### src/ipv4fhb_pkg.sv
package ipv4fhb_pkg;

  // header constants
  localparam logic [15:0] VER_IHL_WORD = 16'h4500;
  localparam logic [7:0]  TTL_VALUE    = 8'd64;
  localparam logic [10:0] HDR_LEN      = 11'd20;
  localparam logic [10:0] ETH_HDR_LEN  = 11'd14;
  localparam logic [10:0] MTU_LOW      = 11'd1044;
  localparam logic [10:0] MTU_HIGH     = 11'd1500;

  // configuration register indexes
  localparam int unsigned CFG_IDX_W = 2;
  localparam logic [CFG_IDX_W-1:0] REG_SRC_ADDR  = 2'd0;
  localparam logic [CFG_IDX_W-1:0] REG_MTU       = 2'd1;
  localparam logic [CFG_IDX_W-1:0] REG_MIN_FRAME = 2'd2;

  typedef enum logic [2:0] {
    ST_IDLE,
    ST_BASE,
    ST_SETUP,
    ST_SUM,
    ST_OUT
  } state_t;

  // control of the shared checksum accumulator
  typedef struct packed {
    logic clear;    // acc <= 0
    logic restore;  // acc <= saved packet base sum
    logic add;      // acc <= acc +' word
    logic keep;     // also save the add result as packet base sum
  } csum_ctl_t;

endpackage

### src/ipv4fhb_if.sv
interface ipv4fhb_in_if;
  logic        valid;
  logic        ready;
  logic [31:0] dest_addr;
  logic [7:0]  protocol;
  logic [15:0] segment_length;

  modport source (output valid, dest_addr, protocol, segment_length, input ready);
  modport sink   (input valid, dest_addr, protocol, segment_length, output ready);
endinterface

interface ipv4fhb_out_if;
  logic        valid;
  logic        ready;
  logic [10:0] total_length;
  logic [15:0] ident;
  logic [13:0] frag_word;
  logic [15:0] header_sum;
  logic [15:0] payload_offset;
  logic [10:0] payload_length;
  logic [10:0] frame_length;
  logic        last;

  modport source (output valid, total_length, ident, frag_word, header_sum,
                  payload_offset, payload_length, frame_length, last, input ready);
  modport sink   (input valid, total_length, ident, frag_word, header_sum,
                  payload_offset, payload_length, frame_length, last, output ready);
endinterface

### src/ipv4fhb_csum.sv
module ipv4fhb_csum
  import ipv4fhb_pkg::*;
(
  input  logic        clk,
  input  csum_ctl_t   ctl,
  input  logic [15:0] word,
  output logic [15:0] sum
);

  logic [15:0] acc_r;
  logic [15:0] base_r;
  logic [16:0] raw;
  logic [15:0] folded;

  // ones' complement add with end-around carry
  assign raw    = {1'b0, acc_r} + {1'b0, word};
  assign folded = raw[15:0] + {15'd0, raw[16]};
  assign sum    = acc_r;

  always_ff @(posedge clk) begin
    if (ctl.clear) begin
      acc_r <= 16'd0;
    end else if (ctl.restore) begin
      acc_r <= base_r;
    end else if (ctl.add) begin
      acc_r <= folded;
    end
    if (ctl.keep) begin
      base_r <= folded;
    end
  end

endmodule

### src/ipv4_fragment_header_builder_unit.sv
// IPv4 header builder with fragmentation. Each input beat describes one
// outgoing transport segment (destination, protocol, length) and yields one
// or more header beats, the final one flagged with last. The packet
// identifier starts at 1 after reset, advances once per input and wraps at
// 16 bits. A segment that fits in mtu - 20 bytes gives a single header;
// a longer one is cut into fragments of (mtu - 20) rounded down to a
// multiple of 8 bytes, more-fragments set on all but the last. mtu is
// clamped to 1044..1500 so a segment never needs more than 64 fragments.
// All checksum arithmetic goes through one 16-bit ones' complement adder:
// the six header words that are fixed for the packet (version/ihl,
// ttl/protocol, source and destination addresses) are summed once, one
// word per cycle, then each fragment restores that base sum and adds its
// total length, identifier and flag/offset word. An input therefore
// passes through the accept step and the six base adds, then for each
// header through setup, 3 adds and the output beat, the last of which
// back-pressure can hold until it is taken. in_ch.ready is
// high only while no packet is in progress. Configuration registers
// (index 0 src_addr, 1 mtu, 2 min_frame) are written through cfg_we and
// must only be changed while the block is idle.
module ipv4_fragment_header_builder_unit
  import ipv4fhb_pkg::*;
(
  input  logic                  clk,
  input  logic                  rst_n,
  ipv4fhb_in_if.sink            in_ch,
  ipv4fhb_out_if.source         out_ch,
  input  logic                  cfg_we,
  input  logic [CFG_IDX_W-1:0]  cfg_idx,
  input  logic [31:0]           cfg_wdata
);

  localparam logic [2:0] BASE_LAST = 3'd5;  // six fixed header words
  localparam logic [2:0] SUM_LAST  = 3'd2;  // three per-fragment words

  // control state
  state_t      state_r, state_nxt;
  logic [15:0] ident_r, ident_nxt;
  logic [31:0] src_addr_r;
  logic [10:0] mtu_r;
  logic [6:0]  min_frame_r;

  // per packet
  logic [31:0] dst_r, dst_nxt;
  logic [7:0]  proto_r, proto_nxt;
  logic [15:0] seg_r, seg_nxt;
  logic [15:0] id_r, id_nxt;
  logic [10:0] room_r, room_nxt;
  logic [10:0] step_r, step_nxt;
  logic [2:0]  idx_r, idx_nxt;

  // per fragment
  logic [15:0] off_r, off_nxt;
  logic [10:0] len_r, len_nxt;
  logic        more_r, more_nxt;
  logic [10:0] total_r, total_nxt;
  logic [13:0] fw_r, fw_nxt;
  logic [10:0] frame_r, frame_nxt;

  // shared checksum unit
  csum_ctl_t   csum_ctl;
  logic [15:0] csum_word;
  logic [15:0] csum_sum;

  // combinational helpers
  logic [10:0] mtu_clamped;
  logic [10:0] room_calc;
  logic [15:0] rest;
  logic [10:0] eth_len;
  logic [10:0] min_frame_ext;

  ipv4fhb_csum u_csum (
    .clk  (clk),
    .ctl  (csum_ctl),
    .word (csum_word),
    .sum  (csum_sum)
  );

  // clamp mtu into the supported range
  always_comb begin
    if (mtu_r < MTU_LOW) begin
      mtu_clamped = MTU_LOW;
    end else if (mtu_r > MTU_HIGH) begin
      mtu_clamped = MTU_HIGH;
    end else begin
      mtu_clamped = mtu_r;
    end
  end

  assign room_calc     = mtu_clamped - HDR_LEN;
  assign rest          = seg_r - off_r;
  assign min_frame_ext = {4'd0, min_frame_r};

  always_comb begin
    state_nxt = state_r;
    ident_nxt = ident_r;
    dst_nxt   = dst_r;
    proto_nxt = proto_r;
    seg_nxt   = seg_r;
    id_nxt    = id_r;
    room_nxt  = room_r;
    step_nxt  = step_r;
    idx_nxt   = idx_r;
    off_nxt   = off_r;
    len_nxt   = len_r;
    more_nxt  = more_r;
    total_nxt = total_r;
    fw_nxt    = fw_r;
    frame_nxt = frame_r;
    eth_len   = 11'd0;
    csum_ctl  = '0;
    csum_word = 16'd0;
    in_ch.ready = 1'b0;

    case (state_r)
      ST_IDLE: begin
        in_ch.ready = 1'b1;
        if (in_ch.valid) begin
          dst_nxt   = in_ch.dest_addr;
          proto_nxt = in_ch.protocol;
          seg_nxt   = in_ch.segment_length;
          id_nxt    = ident_r;
          ident_nxt = ident_r + 16'd1;
          room_nxt  = room_calc;
          step_nxt  = {room_calc[10:3], 3'b000};
          off_nxt   = 16'd0;
          idx_nxt   = 3'd0;
          csum_ctl.clear = 1'b1;
          state_nxt = ST_BASE;
        end
      end

      // sum the words that are fixed for the whole packet
      ST_BASE: begin
        csum_ctl.add = 1'b1;
        case (idx_r)
          3'd0:    csum_word = VER_IHL_WORD;
          3'd1:    csum_word = {TTL_VALUE, proto_r};
          3'd2:    csum_word = src_addr_r[31:16];
          3'd3:    csum_word = src_addr_r[15:0];
          3'd4:    csum_word = dst_r[31:16];
          default: csum_word = dst_r[15:0];
        endcase
        if (idx_r == BASE_LAST) begin
          csum_ctl.keep = 1'b1;
          state_nxt     = ST_SETUP;
        end else begin
          idx_nxt = idx_r + 3'd1;
        end
      end

      // size this fragment and restart the sum from the packet base
      ST_SETUP: begin
        if (rest > {5'd0, room_r}) begin
          len_nxt  = step_r;
          more_nxt = 1'b1;
        end else begin
          len_nxt  = rest[10:0];
          more_nxt = 1'b0;
        end
        total_nxt = len_nxt + HDR_LEN;
        fw_nxt    = {more_nxt, off_r[15:3]};
        eth_len   = total_nxt + ETH_HDR_LEN;
        frame_nxt = (eth_len < min_frame_ext) ? min_frame_ext : eth_len;
        csum_ctl.restore = 1'b1;
        idx_nxt   = 3'd0;
        state_nxt = ST_SUM;
      end

      ST_SUM: begin
        csum_ctl.add = 1'b1;
        case (idx_r)
          3'd0:    csum_word = {5'd0, total_r};
          3'd1:    csum_word = id_r;
          default: csum_word = {2'd0, fw_r};
        endcase
        if (idx_r == SUM_LAST) begin
          state_nxt = ST_OUT;
        end else begin
          idx_nxt = idx_r + 3'd1;
        end
      end

      // hold the header beat until it is taken
      ST_OUT: begin
        if (out_ch.ready) begin
          if (more_r) begin
            off_nxt   = off_r + {5'd0, step_r};
            state_nxt = ST_SETUP;
          end else begin
            state_nxt = ST_IDLE;
          end
        end
      end

      default: begin
        state_nxt = ST_IDLE;
      end
    endcase
  end

  // control and configuration registers
  always_ff @(posedge clk) begin
    if (!rst_n) begin
      state_r     <= ST_IDLE;
      ident_r     <= 16'd1;
      src_addr_r  <= 32'd0;
      mtu_r       <= 11'd1500;
      min_frame_r <= 7'd60;
    end else begin
      state_r <= state_nxt;
      ident_r <= ident_nxt;
      if (cfg_we) begin
        case (cfg_idx)
          REG_SRC_ADDR:  src_addr_r  <= cfg_wdata;
          REG_MTU:       mtu_r       <= cfg_wdata[10:0];
          REG_MIN_FRAME: min_frame_r <= cfg_wdata[6:0];
          default: ;
        endcase
      end
    end
  end

  // datapath registers
  always_ff @(posedge clk) begin
    dst_r   <= dst_nxt;
    proto_r <= proto_nxt;
    seg_r   <= seg_nxt;
    id_r    <= id_nxt;
    room_r  <= room_nxt;
    step_r  <= step_nxt;
    idx_r   <= idx_nxt;
    off_r   <= off_nxt;
    len_r   <= len_nxt;
    more_r  <= more_nxt;
    total_r <= total_nxt;
    fw_r    <= fw_nxt;
    frame_r <= frame_nxt;
  end

  // output beat straight from registers
  assign out_ch.valid          = (state_r == ST_OUT);
  assign out_ch.total_length   = total_r;
  assign out_ch.ident          = id_r;
  assign out_ch.frag_word      = fw_r;
  assign out_ch.header_sum     = ~csum_sum;
  assign out_ch.payload_offset = off_r;
  assign out_ch.payload_length = len_r;
  assign out_ch.frame_length   = frame_r;
  assign out_ch.last           = ~more_r;

endmodule

### src/flat_wrapper.sv
// flat-port wrapper written by rule: the top's interface ports become plain ports
module ipv4_fragment_header_builder_unit_flat import ipv4fhb_pkg::*;
  (clk, rst_n, cfg_we, cfg_idx, cfg_wdata, in_ch_valid, in_ch_dest_addr, in_ch_protocol, in_ch_segment_length, in_ch_ready, out_ch_valid, out_ch_total_length, out_ch_ident, out_ch_frag_word, out_ch_header_sum, out_ch_payload_offset, out_ch_payload_length, out_ch_frame_length, out_ch_last, out_ch_ready);
  ipv4fhb_in_if in_ch_i ();
  ipv4fhb_out_if out_ch_i ();
  input  logic clk;
  input  logic rst_n;
  input  logic cfg_we;
  input  logic [CFG_IDX_W-1:0] cfg_idx;
  input  logic [31:0] cfg_wdata;
  input wire logic [$bits(in_ch_i.valid)-1:0] in_ch_valid;
  input wire logic [$bits(in_ch_i.dest_addr)-1:0] in_ch_dest_addr;
  input wire logic [$bits(in_ch_i.protocol)-1:0] in_ch_protocol;
  input wire logic [$bits(in_ch_i.segment_length)-1:0] in_ch_segment_length;
  output wire logic [$bits(in_ch_i.ready)-1:0] in_ch_ready;
  output wire logic [$bits(out_ch_i.valid)-1:0] out_ch_valid;
  output wire logic [$bits(out_ch_i.total_length)-1:0] out_ch_total_length;
  output wire logic [$bits(out_ch_i.ident)-1:0] out_ch_ident;
  output wire logic [$bits(out_ch_i.frag_word)-1:0] out_ch_frag_word;
  output wire logic [$bits(out_ch_i.header_sum)-1:0] out_ch_header_sum;
  output wire logic [$bits(out_ch_i.payload_offset)-1:0] out_ch_payload_offset;
  output wire logic [$bits(out_ch_i.payload_length)-1:0] out_ch_payload_length;
  output wire logic [$bits(out_ch_i.frame_length)-1:0] out_ch_frame_length;
  output wire logic [$bits(out_ch_i.last)-1:0] out_ch_last;
  input wire logic [$bits(out_ch_i.ready)-1:0] out_ch_ready;
  assign in_ch_i.valid = in_ch_valid;
  assign in_ch_i.dest_addr = in_ch_dest_addr;
  assign in_ch_i.protocol = in_ch_protocol;
  assign in_ch_i.segment_length = in_ch_segment_length;
  assign in_ch_ready = in_ch_i.ready;
  assign out_ch_valid = out_ch_i.valid;
  assign out_ch_total_length = out_ch_i.total_length;
  assign out_ch_ident = out_ch_i.ident;
  assign out_ch_frag_word = out_ch_i.frag_word;
  assign out_ch_header_sum = out_ch_i.header_sum;
  assign out_ch_payload_offset = out_ch_i.payload_offset;
  assign out_ch_payload_length = out_ch_i.payload_length;
  assign out_ch_frame_length = out_ch_i.frame_length;
  assign out_ch_last = out_ch_i.last;
  assign out_ch_i.ready = out_ch_ready;
  ipv4_fragment_header_builder_unit u_core (.clk(clk), .rst_n(rst_n), .in_ch(in_ch_i), .out_ch(out_ch_i), .cfg_we(cfg_we), .cfg_idx(cfg_idx), .cfg_wdata(cfg_wdata));
endmodule
### config.mk
export PLATFORM = sky130hd
export DESIGN_NAME = ipv4_fragment_header_builder_unit_flat
export DESIGN_NICKNAME = d
export VERILOG_FILES = /design/src/ipv4fhb_pkg.sv /design/src/ipv4fhb_if.sv /design/src/ipv4fhb_csum.sv /design/src/ipv4_fragment_header_builder_unit.sv /design/src/flat_wrapper.sv
export SDC_FILE = /design/constraint.sdc
export NUM_CORES = 1
export LEC_CHECK = 0
export BUFFER_PORTS_ARGS = -buffer_cell sky130_fd_sc_hd__buf_2
export CORE_MARGIN = 2
export CORE_UTILIZATION = 52
export DETAILED_ROUTE_END_ITERATION = 10
export PLACE_DENSITY = 0.82
export SETUP_SLACK_MARGIN = 0.5
export SYNTH_ARGS = -nofsm -noshare
export SYNTH_HDL_FRONTEND = slang
export SYNTH_HIERARCHICAL = 1
export SYNTH_SLANG_ARGS = --single-unit
### constraint.sdc
create_clock -name clk -period 6.35 [get_ports clk]
set_input_delay 1.27 -clock clk [delete_from_list [all_inputs] [get_ports clk]]
set_output_delay 1.27 -clock clk [all_outputs]
set_load 0.005 [all_outputs]
==> metrics.yaml, run 1 <==
sta:
  skew_ns: 0.01711
  holdWs_ns: 0.4689
  report.final.slew_viol_count: 0
  rsz0062_at_grt: "yes"
  relSlewSlack_pct: 32.42
  worst_slack_ns: 0.3845
  period_share_pct: 93.94
  fin_setup_tns_ns: 0
  min_period_ns: 5.965
  finalSetupViolations: 0
  hold_violations: 0
  fmax_mhz: 167.6
  tightest_slew_ns: 1.014
critical_path:
  critPathMaxStageDelay_ns: 0.41
  worstReg2RegEnd: "u_core/out_ch.frame_length[3]"
  endpoint_kind: "register"
  critPathMaxFanout: 7
  critical_path_class: "reg -> reg"
  r2r_cells: 30
  path_buf_inv: 3
  startpoint_type: "register"
  crit_required_ns: 6.64
  r2r_slack_ns: 0.38
  rr_startpoint: "u_core/seg_r[7]"
  cp_top_family: "compound AO/OA/AOI/OAI gates"
  worstPathArrival_ns: 6.26
  cp_slowest_cell: "edfxtp_1"
cts:
  cts_buffers: 27
  cts_tree: "done"
  htreeDepth: 1
  clockBufferDepth: 3
  clk_latency_ns: 0.55
  postCtsHoldBufs: 0
  ctsRootBufferMaster: "clkbuf_16"
  cts.clk_slew.worst_paths_ns: 0.06
  numClockSinks: 245
finish:
  utilization_pct: 63.14
  antenna_cells: 0
  final_area_sq_um: 15900
  drive_above_1_share_pct: 23.01
  areaGrowthSynthToFinish_pct: 19.40
  nNetsFinal: 1686
yosys:
  synth-main-ff-cell: "edfxtp_1"
  yosysTopAreaCell: "edfxtp_1"
  yosys.area_share.simple_pct: 15.14
  syn_avg_cell_area_sq_um: 9.974
  synthAdderAreaFrac_pct: 6.221
  ys_ff_latch: 245
  ys_types: 81
  synthCells: 1335
  synthArstFlopShare_pct: 0
  synthTopCellsByArea: "edfxtp_1 (36%), dfxtp_1 (13%), ha_1 (5.9%)"
  syn_area_sq_um: 13320
  ys_warn_count: 6
  yosysTopAreaCellShare_pct: 36.08
  muxShareOfSynthArea_pct: 2.105
  synth_compound_area_share_pct: 17.73
  synth_top_family_by_area: "compound AO/OA/AOI/OAI gates"
  synth-xor-area-share_pct: 5.131
  yosysSeqAreaShare_pct: 48.86
  synth_edf_count: 160
pwr:
  ir_worst_vdd_uv: 228.9
  leakage_nw: 6.291
  power.density_nw_per_um2: 326.0
hold_path:
  min_path_type: "reg -> reg"
  min_to: "u_core/src_addr_r[5]"
  holdPathStages: 2
  hp-start: "u_core/src_addr_r[5]"
place:
  portBuffers: 189
  placed_area_sq_um: 14690
  pre_cts_ws_ns: 0.1882
  place_congestion: 0.9647
  dp_hpwl_um: 28320
route:
  drtIter0Drc: 1131
  dr.pass1.iters: 7
  avgViaCountPerCell: 5.952
  route.antenna.remaining_nets: 0
  route.vias.total: 11170
  wl_per_cell_um: 20.27
  drcViolationCount: 0
  wl_um: 38050
global_route:
  grt_max_degree: 71
  antenna_found_initial: 0
  grt_overflow: 0
  grt_pass1_vias: 10560
  grt_pass1_wl_um: 57280
  grtUsageTotal_pct: 27.81
floorplan:
  core_area_sq_um: 25180
  num_io_pins: 193
  die_w_um: 164.0
  row_count: 58
  fp.dieH_um: 164.0
  start_util_pct: 52.88
  die-area_sq_um: 26900
job:
  cap_violations: 0
run_status:
  status: "finished clean"
==> kinds of logic (layout without fill, tap and decap cells) <==
kind of cell / count (synthesis) / after routing
and+or+nand+nor: 427 / 427
AOI/OAI and AO/OA: 335 / 335
DFF: 245 / 245
buffers and inverters: 157 / 366
xor gates and xnor gates: 78 / 78
adders and majority gates: 65 / 65
muxes: 27 / 27
other: 1 / 4
==> registers in the layout (all words and copies together), names as in the netlist, 7 cells and up <==
register	flops
u_core/u_csum/base_r	16
u_core/out_ch.payload_length	11
u_core/out_ch.total_length	9
u_core/step_r	8
u_core/proto_r	8
u_core/mtu_r	11
u_core/out_ch.frame_length	11
u_core/out_ch.ident	16
u_core/out_ch.payload_offset	13
u_core/out_ch.frag_word	13
u_core/u_csum/sum	16
u_core/min_frame_r	7
u_core/dst_r	32
u_core/seg_r	16
u_core/src_addr_r	32
u_core/ident_r	16
==> metrics by stage <==
stage                     std cells  power, W
after detailed placement       1814  0.003548
after CTS                      1870  0.005112
after floorplan                1338  0.003076
after global routing           1877  0.005424
after global placement         1814  0.003515
final                          1877  0.005183
==> layout by cell type (no fill, tap or decap), types with 15 or more instances in the layout <==
master	n
and2_1	15
nor2_1	84
nor2b_1	17
nand2_1	173
a31oi_1	24
clkbuf_16	28
xnor2_1	57
buf_4	45
o21ai_0	51
inv_1	76
mux2i_1	19
a22oi_1	33
dfxtp_1	85
nor3_1	17
edfxtp_1	160
a21boi_0	45
ha_1	56
a21oi_1	52
nand3_1	27
buf_2	189
xor2_1	17
==> metal layers <==
metal	global-route usage (%)	routed length, um
met2	44.19	17530
met4	13.60	1965
met1	37.27	15590
met3	4.268	2955
met5	0	0
==> how the worst max path moves through the flow <==
stage                                     from                       endpoint  cells past startpoint
2_1_floorplan  u_core/out_ch.payload_offset[5]  u_core/out_ch.frame_length[0]                     32
3_3_place_gp   u_core/out_ch.payload_offset[5]  u_core/out_ch.frame_length[3]                     29
3_5_place_dp   u_core/out_ch.payload_offset[5]  u_core/out_ch.frame_length[5]                     29
4_1_cts                        u_core/idx_r[0]          u_core/u_csum/sum[11]                     24
5_1_grt        u_core/out_ch.payload_offset[6]  u_core/out_ch.frame_length[3]                     30
6_report                       u_core/seg_r[7]  u_core/out_ch.frame_length[3]                     30
==> report_power, final <==
part | internal (W) | switching, W | leakage (nW)
Combinational | 0.000654 | 0.000973 | 3.68
Sequential | 0.00188 | 0.000123 | 2.19
Clock | 0.000900 | 0.000650 | 0.426
Total | 0.00344 | 0.00175 | 6.29
==> synthesized netlist by cell type, drive strengths merged, types with 3 or more instances <==
| cell | instances |
|---|---|
| a2111oi | 6 |
| a211oi | 14 |
| a21bo | 4 |
| a21boi | 48 |
| a21o | 13 |
| a21oi | 56 |
| a221o | 3 |
| a221oi | 6 |
| a22oi | 34 |
| a311oi | 9 |
| a31oi | 24 |
| and2 | 18 |
| and3 | 11 |
| buf | 22 |
| clkbuf | 54 |
| dfxtp | 85 |
| edfxtp | 160 |
| ha | 63 |
| inv | 81 |
| mux2 | 8 |
| mux2i | 19 |
| nand2 | 174 |
| nand2b | 14 |
| nand3 | 27 |
| nand4 | 14 |
| nor2 | 91 |
| nor2b | 20 |
| nor3 | 21 |
| nor4 | 8 |
| nor4b | 3 |
| o2111ai | 3 |
| o211a | 4 |
| o211ai | 11 |
| o21a | 9 |
| o21ai | 60 |
| o221ai | 6 |
| o22ai | 5 |
| o31a | 3 |
| o31ai | 4 |
| or2 | 7 |
| or3 | 9 |
| xnor2 | 61 |
| xor2 | 17 |
==> area by class of cell <==
class,instances,area (sq um)
clock inverters,12,107.6
clock buffers,38,778.2
well taps,330,412.9
repair buffers,235,1295
fillers,1992,9283
inverters,81,304.0
flip-flops and latches,245,6506
multi-input cells,936,6495
==> what timing repair did <==
item | 4_1_cts | 5_1_grt
pin swaps | 8 | 22
setup buffers | 6 | 7
endpoints found under the setup margin | 7 | 25
endpoints found under the hold margin | 0 | 0
resized for setup | 13 | 34
==> tightest hold or removal path, stage by stage (launching register included) <==
cell      delay, ns
dfxtp_1        0.31
nand2_1        0.05
a21boi_0       0.06
(Power assumes the default switching activity.)
==> inputs of run 2 (changes only) <==
- CORE_UTILIZATION: 52 -> 58
- PLACE_DENSITY: 0.82 -> 0.87
- SETUP_SLACK_MARGIN: 0.5 -> default
- clock period: 6.35 -> 6.55 ns (I/O delays scaled with it)
==> run 2 against run 1 <==
Against the previous run:
- sequential power is 3% lower
- register-to-register slack worse by 0.05 ns
- global-route usage rose by 3.2 points
- count of clock-buffer cells in the layout rose by 1
- largest cell class unchanged
==> metrics.yaml, run 2 (synthesis results as in run 1) <==
floorplan:
  num_io_pins: 193  # unchanged
  die-area_sq_um: 24180  # was 26900 sq um
  fp.dieH_um: 155.5  # was 164.0 um
  die_w_um: 155.5  # was 164.0 um
  core_area_sq_um: 22570  # was 25180 sq um
  start_util_pct: 58.99  # was 52.88%
  row_count: 55  # was 58
critical_path:
  critPathMaxStageDelay_ns: 0.42  # was 0.41 ns
  cp_slowest_cell: "edfxtp_1"  # unchanged
  cpMostUsedCell: "ha_1"
  crit_required_ns: 6.83  # was 6.64 ns
  critical_path_class: "reg -> reg"  # unchanged
  critPathMaxFanout: 8  # was 7
  startpoint_type: "register"  # unchanged
  endpoint_kind: "register"  # unchanged
  worstPathArrival_ns: 6.49  # was 6.26 ns
route:
  wl_per_cell_um: 21.02  # was 20.27 um
  dr.pass1.iters: 6  # was 7
  route.vias.total: 11270  # was 11170
  avgViaCountPerCell: 6.180  # was 5.952
  drcViolationCount: 0  # unchanged
  drtIter0Drc: 1183  # was 1131
  route.antenna.remaining_nets: 0  # unchanged
  wl_um: 38320  # was 38050 um
sta:
  period_share_pct: 94.89  # was 93.94%
  min_period_ns: 6.215  # was 5.965 ns
  report.final.slew_viol_count: 0  # unchanged
  hold_violations: 0  # unchanged
  tightest_slew_ns: 1.071  # was 1.014 ns
  fmax_mhz: 160.9  # was 167.6 MHz
  skew_ns: 0.01563  # was 0.01711 ns
  relSlewSlack_pct: 28.17  # was 32.42%
  finalSetupViolations: 0  # unchanged
finish:
  final_cells: 1823  # was 1877
  fillerInstances: 1640  # was 1992
  mostFrequentLayoutCells: "buf_2 (189), nand2_1 (174), edfxtp_1 (160)"  # was buf_2 (189), nand2_1 (173), edfxtp_1 (160)
  areaGrowthSynthToFinish_pct: 17.74  # was 19.40%
  final_area_sq_um: 15680  # was 15900 sq um
  drive_above_1_share_pct: 21.34  # was 23.01%
  register_area_sq_um: 6506  # unchanged
  nNetsFinal: 1677  # was 1686
  largestRegisters: "u_core/dst_r: 32 flops, u_core/src_addr_r: 32 flops"  # unchanged
  multi_input_area_sq_um: 6335  # was 6495 sq um
  layout_commonest_cell: "buf_2"  # unchanged
cts:
  numClockSinks: 245  # unchanged
  clockBufferDepth: 3  # unchanged
  cts.clk_slew.worst_paths_ns: 0.06  # about the same
  htreeDepth: 1  # unchanged
  postCtsHoldBufs: 0  # unchanged
  clk_latency_ns: 0.54  # was 0.55 ns
  ctsRootBufferMaster: "clkbuf_16"  # unchanged
  cts_buffers: 26  # was 27
  cts_tree: "done"  # unchanged
hold_path:
  min_path_type: "reg -> reg"  # unchanged
place:
  dp_hpwl_um: 28390  # was 28320 um
  placed_area_sq_um: 14580  # was 14690 sq um
  portBuffers: 189  # unchanged
  place_congestion: 0.9698  # was 0.9647
  placed_cells: 1768  # was 1814
pwr:
  p_total_w: 0.005067  # was 0.005183 W
  leakage_nw: 6.238  # was 6.291 nW
  ir_worst_vdd_uv: 206.4  # was 228.9 uV
  power.density_nw_per_um2: 323.2  # was 326.0 nW/um^2
global_route:
  grt_pass1_wl_um: 58100  # was 57280 um
  grtUsageTotal_pct: 31.00  # was 27.81%
  grt_pass1_vias: 10660  # was 10560
  grt_max_degree: 79  # was 71
  antenna_found_initial: 1  # was 0
  grt_overflow: 0  # unchanged
run_status:
  status: "finished clean"  # unchanged
job:
  cap_violations: 0  # unchanged
[run 2: changes by cell type in the layout (fill, tap and decap cells not counted), moves of 3 or more]
| cell | delta |
|---|---|
| buf_4 | -7 |
| clkinv_1 | -3 |
| ha_4 | -4 |
| inv_1 | +3 |
| inv_2 | -3 |
| mux2_2 | +6 |
| mux2_4 | -6 |
| nor2_1 | +4 |
| nor2_2 | -3 |
[run 2: worst paths after layout]
kind,startpoint,to,slack [ns],depth (start not counted)
worst min register to register,u_core/src_addr_r[25],u_core/src_addr_r[25],0.47,2
worst min-delay path,u_core/src_addr_r[25],u_core/src_addr_r[25],0.47,2
worst max-delay path,u_core/seg_r[5],u_core/out_ch.frame_length[5],0.33,28
worst max register to register,u_core/seg_r[5],u_core/out_ch.frame_length[5],0.33,28
[run 2: what timing repair did]
action                     in CTS  in global routing
pin swaps                       1                 13
resized for setup               0                 24
buffers inserted                2                  4
setup endpoints to repair       6                  7
[run 2: metal layers]
| layer | global-route usage, % | wire (um) |
|---|---|---|
| met5 | 0 | 0 |
| met4 | 12.54 | 1738 |
| met3 | 5.153 | 3520 |
| met2 | 53.20 | 18300 |
| met1 | 39.18 | 14760 |
[run 2: layout make-up]
class,count,share of cell area (%)
Antenna cell,1,0.01596
Clock buffer,39,5.124
Tap cell,285,2.275
Timing Repair Buffer,227,7.853
Sequential cell,245,41.50
Multi-Input combinational cell,936,40.41
Inverter,81,1.939
Clock inverter,9,0.8859
[run 2: where the power goes]
part	total (W)	internal, W	switching [W]
logic	0.00155	0.000603	0.000944
clock network	0.00158	0.000970	0.000613
registers	0.00194	0.00183	0.000111
total	0.00507	0.00340	0.00167
[run 2: stage by stage]
stage	hold WS, ns	util, %	worst slack (ns)	setup TNS (ns)
floorplan	0.4292	-	0.001407	0
global route	0.4810	69.45	-0.06843	-0.3168
CTS	0.4682	68.84	0.01131	0
global placement	0.4445	64.60	0.2109	0
detailed placement	0.4572	64.60	-0.06209	-0.2947
finish	0.4662	69.46	0.3348	0
[run 2: critical path, delay by kind of cell, from the launching register on]
kind                     cells  cell delay [ns]
AO/OA/AOI/OAI                9             1.70
XOR/XNOR                     2             0.48
adder cells (fa/ha/maj)      4             1.20
buffers and inverters        2             0.29
flip-flops                   1             0.42
multiplexers                 2             0.48
AND/OR/NAND/NOR              9             1.38
==> inputs of run 3 (changes only) <==
- CORE_MARGIN: 2 -> 3
==> run 3 against run 2 <==
Against the previous run:
- non-clock buffer count rose by 2
- core utilization up 0.57 points
- combinational power about the same
- first-iteration DRC count grew 9.5%
- via count about the same
- sequential power hardly changed
- critical path depth grew 1
- final cell count shrank 0.22%
- count of clock-buffer cells in the layout unchanged
- clock power shrank 11%
- sequential cell count is the same
- die area is 2.6% higher
- critical endpoint is now u_core/out_ch.frame_length[3]
- largest cell class unchanged
- largest power group unchanged
- highest routed layer is now met5
==> metrics.yaml, run 3 (synthesis results as in run 1) <==
hold_path:
  hp-start: "u_core/src_addr_r[17]"  # was u_core/src_addr_r[25]
  min_path_type: "reg -> reg"  # unchanged
  min_to: "u_core/src_addr_r[17]"  # was u_core/src_addr_r[25]
  holdPathStages: 2  # unchanged
route:
  avgViaCountPerCell: 6.196  # was 6.180
  wl_um: 38590  # was 38320 um
  dr.pass1.iters: 8  # was 6
  route.vias.total: 11270  # about the same
  route.antenna.remaining_nets: 0  # unchanged
  drcViolationCount: 0  # unchanged
  drtIter0Drc: 1295  # was 1183
  wl_per_cell_um: 21.22  # was 21.02 um
cts:
  cts_buffers: 26  # unchanged
  cts.clk_slew.worst_paths_ns: 0.06  # about the same
  cts_tree: "done"  # unchanged
  clk_latency_ns: 0.53  # was 0.54 ns
  htreeDepth: 1  # unchanged
  ctsRootBufferMaster: "clkbuf_16"  # unchanged
  numClockSinks: 245  # unchanged
  clockBufferDepth: 3  # unchanged
sta:
  report.final.slew_viol_count: 0  # unchanged
  holdWs_ns: 0.4712  # was 0.4662 ns
  worst_slack_ns: 0.3889  # was 0.3348 ns
  tightest_slew_ns: 1.180  # was 1.071 ns
  relSlewSlack_pct: 20.87  # was 28.17%
  fmax_mhz: 162.3  # was 160.9 MHz
  finalSetupViolations: 0  # unchanged
  skew_ns: 0.01013  # was 0.01563 ns
  min_period_ns: 6.161  # was 6.215 ns
  period_share_pct: 94.06  # was 94.89%
  hold_violations: 0  # unchanged
global_route:
  grt_pass1_vias: 10750  # was 10660
  grt_overflow: 0  # unchanged
  grtUsageTotal_pct: 30.07  # was 31.00%
  antenna_found_initial: 1  # unchanged
  grt-busiest-layer: "met2"  # unchanged
  grt_max_degree: 70  # was 79
  grt_util_met2_pct: 50.96  # was 53.20%
  use_met1_pct: 39.08  # was 39.18%
  use_met3_pct: 4.399  # was 5.153%
  grt_pass1_wl_um: 57780  # was 58100 um
critical_path:
  startpoint_type: "register"  # unchanged
  endpoint_kind: "register"  # unchanged
  critPathMaxStageDelay_ns: 0.39  # was 0.42 ns
  cp_top_family: "compound AO/OA/AOI/OAI gates"  # unchanged
  path_buf_inv: 3  # was 2
  worstReg2RegEnd: "u_core/out_ch.frame_length[3]"  # was u_core/out_ch.frame_length[5]
  cp_slowest_cell: "ha_2"  # was edfxtp_1
  critical_path_class: "reg -> reg"  # unchanged
  crit_required_ns: 6.83  # about the same
  r2r_slack_ns: 0.39  # was 0.33 ns
  critPathMaxFanout: 6  # was 8
  worstPathArrival_ns: 6.45  # was 6.49 ns
  rr_startpoint: "u_core/out_ch.payload_offset[7]"  # was u_core/seg_r[5]
  r2r_cells: 29  # was 28
finish:
  fillerInstances: 1631  # was 1640
  largestRegisters: "u_core/dst_r: 32 flops, u_core/src_addr_r: 32 flops"  # unchanged
  areaGrowthSynthToFinish_pct: 16.56  # was 17.74%
  nNetsFinal: 1679  # was 1677
  layout_commonest_cell: "buf_2"  # unchanged
  antenna_cells: 0  # was 1
  drive_above_1_share_pct: 20.92  # was 21.34%
  mostFrequentLayoutCells: "buf_2 (189), nand2_1 (174), edfxtp_1 (160)"  # unchanged
  utilization_pct: 70.03  # was 69.46%
floorplan:
  die_w_um: 157.5  # was 155.5 um
  row_count: 54  # was 55
  start_util_pct: 60.08  # was 58.99%
  num_io_pins: 193  # unchanged
  fp.dieH_um: 157.5  # was 155.5 um
  die-area_sq_um: 24810  # was 24180 sq um
  core_area_sq_um: 22160  # was 22570 sq um
pwr:
  power.density_nw_per_um2: 313.7  # was 323.2 nW/um^2
  leakage_nw: 6.182  # was 6.238 nW
  ir_worst_vdd_uv: 226.4  # was 206.4 uV
place:
  portBuffers: 189  # unchanged
  dp_hpwl_um: 29130  # was 28390 um
  place_congestion: 1.001  # was 0.9698
  pre_cts_ws_ns: -0.03893  # was -0.06209 ns
job:
  cap_violations: 0  # unchanged
run_status:
  status: "finished clean"  # unchanged
-- run 3: cell count changes in the layout (fill, tap and decap cells not counted), sizes merged --
cell,previous run,this run
buf,227,229
bufinv,3,0
clkinv,4,6
clkinvlp,1,0
diode,1,0
inv,82,84
-- run 3: power by group --
group	total, W	switching [W]	leakage (nW)	internal (W)
clock network	0.00140	0.000599	0.403	0.000797
registers	0.00194	0.000119	2.19	0.00183
logic	0.00153	0.000926	3.59	0.000602
total	0.00487	0.00164	6.18	0.00322
-- run 3: how the worst max path moves through the flow --
stage | from | endpoint | slack, ns | cells after the start
3_3_place_gp | u_core/out_ch.payload_offset[5] | u_core/out_ch.frame_length[6] | 0.25 | 28
6_report | u_core/out_ch.payload_offset[7] | u_core/out_ch.frame_length[3] | 0.39 | 29
3_5_place_dp | u_core/out_ch.payload_offset[3] | u_core/out_ch.frame_length[6] | -0.04 | 28
5_1_grt | u_core/out_ch.payload_offset[7] | u_core/out_ch.frame_length[3] | -0.04 | 30
4_1_cts | u_core/out_ch.payload_offset[3] | u_core/out_ch.frame_length[2] | 0.04 | 29
2_1_floorplan | u_core/out_ch.payload_offset[5] | u_core/out_ch.frame_length[0] | 0.001 | 33
-- run 3: per-stage QoR --
step           total power [W]  cell area, sq um  setup TNS, ns  instances
2_1_floorplan         0.002962             13350              0       1338
3_3_place_gp          0.003395             14580              0       1764
3_5_place_dp          0.003437             14580        -0.1795       1764
4_1_cts               0.004825             15410              0       1814
5_1_grt               0.005082             15520        -0.1144       1819
6_report              0.004868             15520              0       1819
-- run 3: layer usage --
metal,part of all wire (%),wire length [um]
met5,0.031,12
met4,4.3,1644
met3,7.8,2996
met2,48,18680
met1,40,15260
-- run 3: tightest hold or removal path: cells and delay by family, from the launching register on --
family | cells | cell delay, ns
flip-flops | 1 | 0.31
AND/OR/NAND/NOR | 1 | 0.05
AO/OA/AOI/OAI | 1 | 0.06
-- run 3: area by class of cell --
cell class	instances	area [sq um]	share of cell area, %
Sequential cell	245	6506	41.92
Timing Repair Buffer	229	1246	8.030
Clock inverter	9	58.81	0.3789
Clock buffer	39	750.7	4.837
Tap cell	280	350.3	2.257
Multi-Input combinational cell	936	6304	40.62
Inverter	81	304.0	1.959
-- run 3: repair_timing --
action / in CTS / in global routing
setup buffers: 2 / 5
resized for setup: 0 / 18
pin swaps: 1 / 5
setup endpoints to repair: 6 / 7
hold buffers: 0 / 0
